<file path="config.mk">
export PLATFORM = sky130hd
export DESIGN_NAME = tbl_ram
export DESIGN_NICKNAME = d
export VERILOG_FILES = /design/src/rtl/tbl_ram.sv
export SDC_FILE = /design/constraint.sdc
export NUM_CORES = 1
export LEC_CHECK = 0
export CAP_MARGIN = 10
export CORE_MARGIN = 2
export CORE_UTILIZATION = 50
export DETAILED_ROUTE_END_ITERATION = 10
export DONT_BUFFER_PORTS = 1
export PLACE_DENSITY = 0.68
export SLEW_MARGIN = 40
export SYNTH_ARGS = -nofsm -noshare
export SYNTH_HDL_FRONTEND = slang
export SYNTH_SLANG_ARGS = --single-unit
</file>
<file path="constraint.sdc">
create_clock -name clk -period 2.6 [get_ports clk]
set_input_delay 0 -clock clk [delete_from_list [all_inputs] [get_ports clk]]
set_output_delay 0 -clock clk [all_outputs]
set_load 0.01 [all_outputs]
</file>
<file path="src/rtl/tbl_ram.sv">
// Generic single-write, single-read synchronous RAM with registered read data.
module tbl_ram #(
    parameter int unsigned WIDTH = 8,
    parameter int unsigned DEPTH = 16
) (
    input  logic                     clk,
    input  logic                     wr_en,
    input  logic [$clog2(DEPTH)-1:0] wr_addr,
    input  logic [WIDTH-1:0]         wr_data,
    input  logic                     rd_en,
    input  logic [$clog2(DEPTH)-1:0] rd_addr,
    output logic [WIDTH-1:0]         rd_data
);

    logic [WIDTH-1:0] mem [DEPTH];

    always_ff @(posedge clk)
    begin
        if (wr_en)
        begin
            mem[wr_addr] <= wr_data;
        end
        if (rd_en)
        begin
            rd_data <= mem[rd_addr];
        end
    end

endmodule

</file>
* Word-level counts from Yosys, hierarchy flattened
Memories as Yosys holds them, arrays and structs flattened. A register that Yosys moved wholly into a read port is not among the register bits.
Index checks and enable logic that the tools add are counted.
** Word-level totals
- Memories kept :: 1
- Bits of input ports :: 19
- Register bits :: 0
- Output and inout bits :: 8
- RAM bits :: 128
** Memory list
- mem :: words 16, width 8, rd ports 1, clocked after Yosys merged registers in 1, write ports 1, RTL line 15 : logic [WIDTH-1:0] mem [DEPTH];
** Cells by class
- Mux-type cells :: 2
** Operators by type and width (count)
- 1-bit two-way mux :: 2

* Longest topological paths before layout
Gate-level depths: netlist of run 1.
- Depth in word-level cells :: 2
- Gate-level depth with buffers :: 5
- Depth with buffers taken out :: 3

* Least setup slack after synthesis of run 1
OpenSTA, ideal clock, no wires.
- Path type :: input -> register
- From :: input wr_addr[2]
- To :: memory mem[0][0], enable pin
- Stages on the path :: 2
- Arrival :: 1110 ps
- Library setup time :: 383 ps
- Setup slack :: 1107 ps
- Cells stage by stage :: or3b_2 nor3_1
** RTL lines
- from (decl) :: RTL line 8 : input logic [$clog2(DEPTH)-1:0] wr_addr,
- to (decl) :: RTL line 15
Straight into the memory's write port.

==> flow_metrics.env, run 1 <==
export IMPL_status="completed"
export IMPL_fin_crit_ns=2.412
export IMPL_grt_ovfl_total=0
export IMPL_totalPowerFinal_mw=5.159
export IMPL_synth_fp_nets=248
export IMPL_synthCells=229
export IMPL_cp_required_ns=2.87
export IMPL_setup_viol=0
export IMPL_wl_per_cell_um=25.04
export IMPL_vdd_ir_drop_max_mv=0.4179
export IMPL_fin_crit_sh_pct=92.77
export IMPL_cts_root_buffer="clkbuf_8"
export IMPL_die_h_um=106.3
export IMPL_antenna_found_initial=1
export IMPL_drc=0
export IMPL_hp_class="in2reg"
export IMPL_synth_area_mm2=0.005228
export IMPL_tightestPinTransition_ns=0.8294
export IMPL_first_iter_violations=210
export IMPL_synth_seq_cells=136
export IMPL_grt_pass1_wl_um=15810
export IMPL_end_kind="flop"
export IMPL_dr_wl_met2_um=5143
export IMPL_cts_inserted_buffers=17
export IMPL_grt_use_total_pct=20.55
export IMPL_worstSetupPathType="reg2reg"
export IMPL_clock_latency_ns=0.52
export IMPL_clock_path_buffers=2
export IMPL_gp_congestion=0.7302
export IMPL_path_max_fanout=1
export IMPL_synth_largest_area_cell="edfxtp_1"
export IMPL_yosysTopAreaCellShare_pct=78.12
export IMPL_num_vias=2495
export IMPL_arrival_ns=2.68
export IMPL_first_global_vias=2584
export IMPL_maxSlewViolCount=0
export IMPL_yosysSeqAreaShare_pct=78.12
export IMPL_finalHoldViolations=0
export IMPL_cts_tree="built"
export IMPL_wl_met3_um=660
export IMPL_leakage_nw=2.048
export IMPL_layout_common_cells="136 x edfxtp_1, 20 x dlygate4sd3_1, 18 x mux4_2, 16 x a22oi_1, 16 x clkbuf_16"
export IMPL_grt_max_degree=33
export IMPL_synth_area_top_cells="edfxtp_1 78%, mux4_2 7.8%, mux4_1 7.0%, a22oi_1 2.3%, nor2_1 0.93%"
export IMPL_clock_sinks=136
export IMPL_final_antenna_net_count=0
export IMPL_final_common_cell="edfxtp_1"
export IMPL_yosys_warnings=0
export IMPL_rsz0062_at_grt="no"
export IMPL_synth_cell_type_count=18
export IMPL_fin_nets=289
export IMPL_fmax_mhz=414.6
export IMPL_firstDrtPassIters=4
export IMPL_die_w_um=106.3
export IMPL_numPortBuffers=0
export IMPL_drive_gt1_share_pct=22.97
export IMPL_synthToLayoutAreaGrowth_pct=19.60
export IMPL_viasPerCell=5.940
export IMPL_dieArea_mm2=0.01129
export IMPL_dr_max_layer_used="met4"
export IMPL_hpwlAfterDp_um=5991
export IMPL_htreeDepth=4
export IMPL_maxCapViolations=0
export IMPL_core_area_mm2=0.01023
export IMPL_drt_total_wl_um=10520
export IMPL_num_io_pins=27
export IMPL_syn_area_per_cell_um2=22.83
export IMPL_start_kind="flop"
export IMPL_rows=37
export IMPL_clkTransAtPathRegs_ns=0.06
export IMPL_fin_tns_setup_ns=0
export IMPL_fin_skew_ns=0.004432
export IMPL_powerDensity_mw_per_mm2=825.2
export IMPL_relSlewSlack_pct=44.50
export IMPL_wl_met1_um=4481
export IMPL_start_util_pct=51.09
## timing repair
action / 4_1_cts / 5_1_grt
resized for setup: 0 / 0
hold buffers: 22 / 0
hold endpoints to repair: 214 / 0
setup buffers: 0 / 0
## metal layers
metal / vias up / track usage (%)
li1: 1069 / -
met1: 1300 / 28.96
met2: 106 / 30.68
met3: 20 / 6.131
met4: 0 / 7.895
met5: - / 0
## worst max-delay path, cell delays in order, from the launching register on
cell	delay, ns
edfxtp_1	0.37
mux4_2	0.44
dlygate4sd3_1	0.57
a22oi_1	0.16
dlygate4sd3_1	0.58
nand2_1	0.04
## synth_stat cells
cell type / instances
or3b_2: 1
and2_1: 1
nand2_1: 9
and2b_1: 1
clkdlybuf4s25_2: 3
nor2_1: 13
nand3b_1: 2
nor2b_1: 1
a22oi_1: 16
mux4_1: 14
buf_2: 3
buf_4: 1
nand3_1: 1
nor3_1: 4
mux4_2: 18
nand2b_1: 2
edfxtp_1: 136
buf_6: 3
## power breakdown
part | leakage [nW] | total [mW] | internal (mW) | switching [mW]
Sequential | 1.24 | 2.49 | 2.47 | 0.0187
Combinational | 0.527 | 0.216 | 0.0969 | 0.119
Clock | 0.284 | 2.45 | 1.56 | 0.895
## final cells by class
class / count / area (um2)
Sequential cell: 136 / 4084
Fill cell: 684 / 3979
Multi-Input combinational cell: 83 / 1065
Clock buffer: 17 / 414.1
Timing Repair Buffer: 32 / 315.3
Clock inverter: 15 / 201.4
Tap cell: 136 / 170.2
Antenna cell: 1 / 2.502
## state kept, by name (all words and copies together) (netlist names)
signal,cells
rd_data,8
mem,128
## path summary, 6_finish.rpt
path,startpoint,to,slack [ns],cells after the start
setup / recovery,mem[12][3],rd_data[3],0.19,5
hold / removal,wr_addr[2],mem[3][6],0.006,2
setup reg to reg,mem[12][3],rd_data[3],0.19,5
hold reg to reg,mem[14][4],rd_data[4],0.76,3
## cells by family (layout without fill, tap and decap cells)
group / Yosys count / after routing / synth area share, %
AOI/OAI and AO/OA: 16 / 16 / 2.298
other: 0 / 1 / 0
muxes: 32 / 32 / 14.79
DFF: 136 / 136 / 78.12
buffers and inverters: 10 / 64 / 1.651
and+or+nand+nor: 35 / 35 / 3.136
## metrics by stage
stage               instance area, um2  worst slack, ns  utilization [%]  hold slack, ns  std cells
finish                            6252           0.1879            61.11        0.005560        420
global route                      6250           0.1126            61.09         0.01246        419
floorplan                         5228            1.107                -         0.09887        229
CTS                               6250           0.2421            61.09        0.002944        419
detailed placement                5394            1.005            52.72         0.09936        365
global placement                  5386            1.011            52.65         0.09952        365
(Power assumes the default switching activity.)
==> run 2, diff against run 1 <==
Clock period 2.6 ns to 2.25 ns, I/O delays scaled along.
==> flow_metrics.env, run 2 (synthesis results as in run 1) <==
export IMPL_status="completed"
export IMPL_drive_gt1_share_pct=24.31
export IMPL_antenna_found_initial=0
export IMPL_fin_skew_ns=0.005092
export IMPL_start_util_pct=51.09
export IMPL_cp_required_ns=2.52
export IMPL_htreeDepth=4
export IMPL_crit_slowest_cell="dlygate4sd3_1"
export IMPL_viasPerCell=5.667
export IMPL_die_w_um=106.3
export IMPL_firstDrtPassIters=4
export IMPL_drc=0
export IMPL_clock_sinks=136
export IMPL_regArea_mm2=0.004084
export IMPL_layout_common_cells="136 x edfxtp_1, 18 x mux4_2, 18 x dlygate4sd3_1, 17 x buf_4"
export IMPL_clkTransAtPathRegs_ns=0.06
export IMPL_cp_top_family="buffers and inverters"
export IMPL_intPower_mw=4.541
export IMPL_num_io_pins=27
export IMPL_power_switching_mw=1.174
export IMPL_relSlewSlack_pct=46.34
export IMPL_worstSetupPathDepth=4
export IMPL_synthToLayoutAreaGrowth_pct=19.10
export IMPL_final_common_cell="edfxtp_1"
export IMPL_clock_latency_ns=0.52
export IMPL_path_buf_inv=1
export IMPL_antenna_cells=0
export IMPL_fin_crit_sh_pct=84.81
export IMPL_stdcell_area_mm2=0.006226
export IMPL_powerDensity_mw_per_mm2=918.0
export IMPL_p_clk_share_pct=45.3
export IMPL_power_frac_seq_pct=50.4
export IMPL_fin_crit_ns=1.908
export IMPL_slowest_delay_ns=0.57
export IMPL_num_vias=2403
export IMPL_largest_reg_flops=128
export IMPL_maxSlewViolCount=0
export IMPL_rows=37
export IMPL_switching_share_pct=20.54
export IMPL_rsz0062_at_grt="no"
export IMPL_wl_per_cell_um=23.84
export IMPL_cp_cell_sequence="mux4_1 -> dlygate4sd3_1 -> a22oi_1 -> nand2_1"
export IMPL_grt_pass1_wl_um=15170
export IMPL_vdd_ir_drop_max_mv=0.5264
export IMPL_die_h_um=106.3
export IMPL_fin_nets=294
export IMPL_maxCapViolations=0
export IMPL_leakage_nw=2.061
export IMPL_r2r_cells=4
export IMPL_numPortBuffers=0
export IMPL_cts_root_buffer="clkbuf_8"
export IMPL_r2r_slack_ns=0.34
export IMPL_core_area_mm2=0.01023
export IMPL_cts_inserted_buffers=17
export IMPL_arrival_ns=2.17
export IMPL_final_antenna_net_count=0
export IMPL_first_global_vias=2479
export IMPL_whs_path_depth=3
export IMPL_start_kind="flop"
export IMPL_dieArea_mm2=0.01129
export IMPL_top_register="mem"
export IMPL_fill_cells=685
export IMPL_grt_use_total_pct=19.62
export IMPL_cts_setup_buffers=0
export IMPL_hpwlAfterDp_um=6050
export IMPL_clock_path_buffers=2
export IMPL_finalHoldViolations=0
export IMPL_tightestPinTransition_ns=0.8019
export IMPL_cts_tree="built"
export IMPL_end_kind="flop"
export IMPL_first_iter_violations=237
export IMPL_reg_top3="mem x128, rd_data x8"
export IMPL_drt_total_wl_um=10110
export IMPL_gp_congestion=0.7266
export IMPL_worstSetupPathType="reg2reg"
export IMPL_fin_tns_setup_ns=0
export IMPL_hp_class="in2reg"
export IMPL_fmax_mhz=524.1
export IMPL_combPwrFrac_pct=4.3
export IMPL_postPlaceCellArea_mm2=0.005439
export IMPL_grt_max_degree=33
export IMPL_path_max_fanout=1
export IMPL_grt_ovfl_total=0
export IMPL_multiInputGateArea_mm2=0.001057
export IMPL_setup_viol=0
==> run 2: final cells by class <==
type | instances | area share, %
well taps | 136 | 2.733
multi-input cells | 83 | 16.98
clock inverters | 15 | 2.452
clock buffers | 17 | 6.652
flip-flops and latches | 136 | 65.59
repair buffers | 37 | 5.587
==> run 2: power by group through the flow <==
stage | Sequential [mW] | Combinational (mW) | Clock (mW)
4_1_cts | 2.88 | 0.249 | 2.63
3_5_place_dp | 2.93 | 0.155 | 0
3_3_place_gp | 2.93 | 0.155 | 0
2_1_floorplan | 2.92 | 0.144 | 0
5_1_grt | 2.88 | 0.266 | 2.73
6_report | 2.88 | 0.246 | 2.59
==> run 2: metrics by stage <==
stage | hold WS [ns] | power, mW | utilization, % | worst slack [ns] | std cells
after floorplan | 0.09887 | 3.068 | - | 0.7571 | 229
after global placement | 0.09950 | 3.084 | 53.16 | 0.6854 | 372
after detailed placement | 0.09951 | 3.088 | 53.16 | 0.6673 | 372
after CTS | 0.007552 | 5.756 | 60.85 | 0.3534 | 424
after global routing | 0.02394 | 5.875 | 60.85 | 0.2419 | 424
final | 0.01835 | 5.716 | 60.85 | 0.3419 | 424
==> run 2: metal layers <==
| metal | vias to the layer above | track usage [%] | routed length [um] |
|---|---|---|---|
| li1 | 1075 | - | - |
| met1 | 1218 | 27.38 | 4224 |
| met2 | 97 | 29.67 | 5035 |
| met3 | 13 | 5.947 | 683 |
| met4 | 0 | 7.143 | 166 |
| met5 | - | 0 | 0 |
==> run 2: worst min-delay path, stage by stage <==
cell and delay (ns):
mux4_1 0.21, a22oi_1 0.13, nand2_1 0.08
==> run 2: timing repair <==
action | 4_1_cts | 5_1_grt
gates resized for setup | 0 | 0
hold buffers | 20 | 0
endpoints found under the setup margin | 0 | 0
endpoints found under the hold margin | 225 | 0
==> run 2: worst paths after layout <==
path | from | endpoint
worst max-delay path | mem[11][5] | rd_data[5]
worst min-delay path | rd_addr[0] | rd_data[1]
worst max register to register | mem[11][5] | rd_data[5]
worst min register to register | mem[14][3] | rd_data[3]
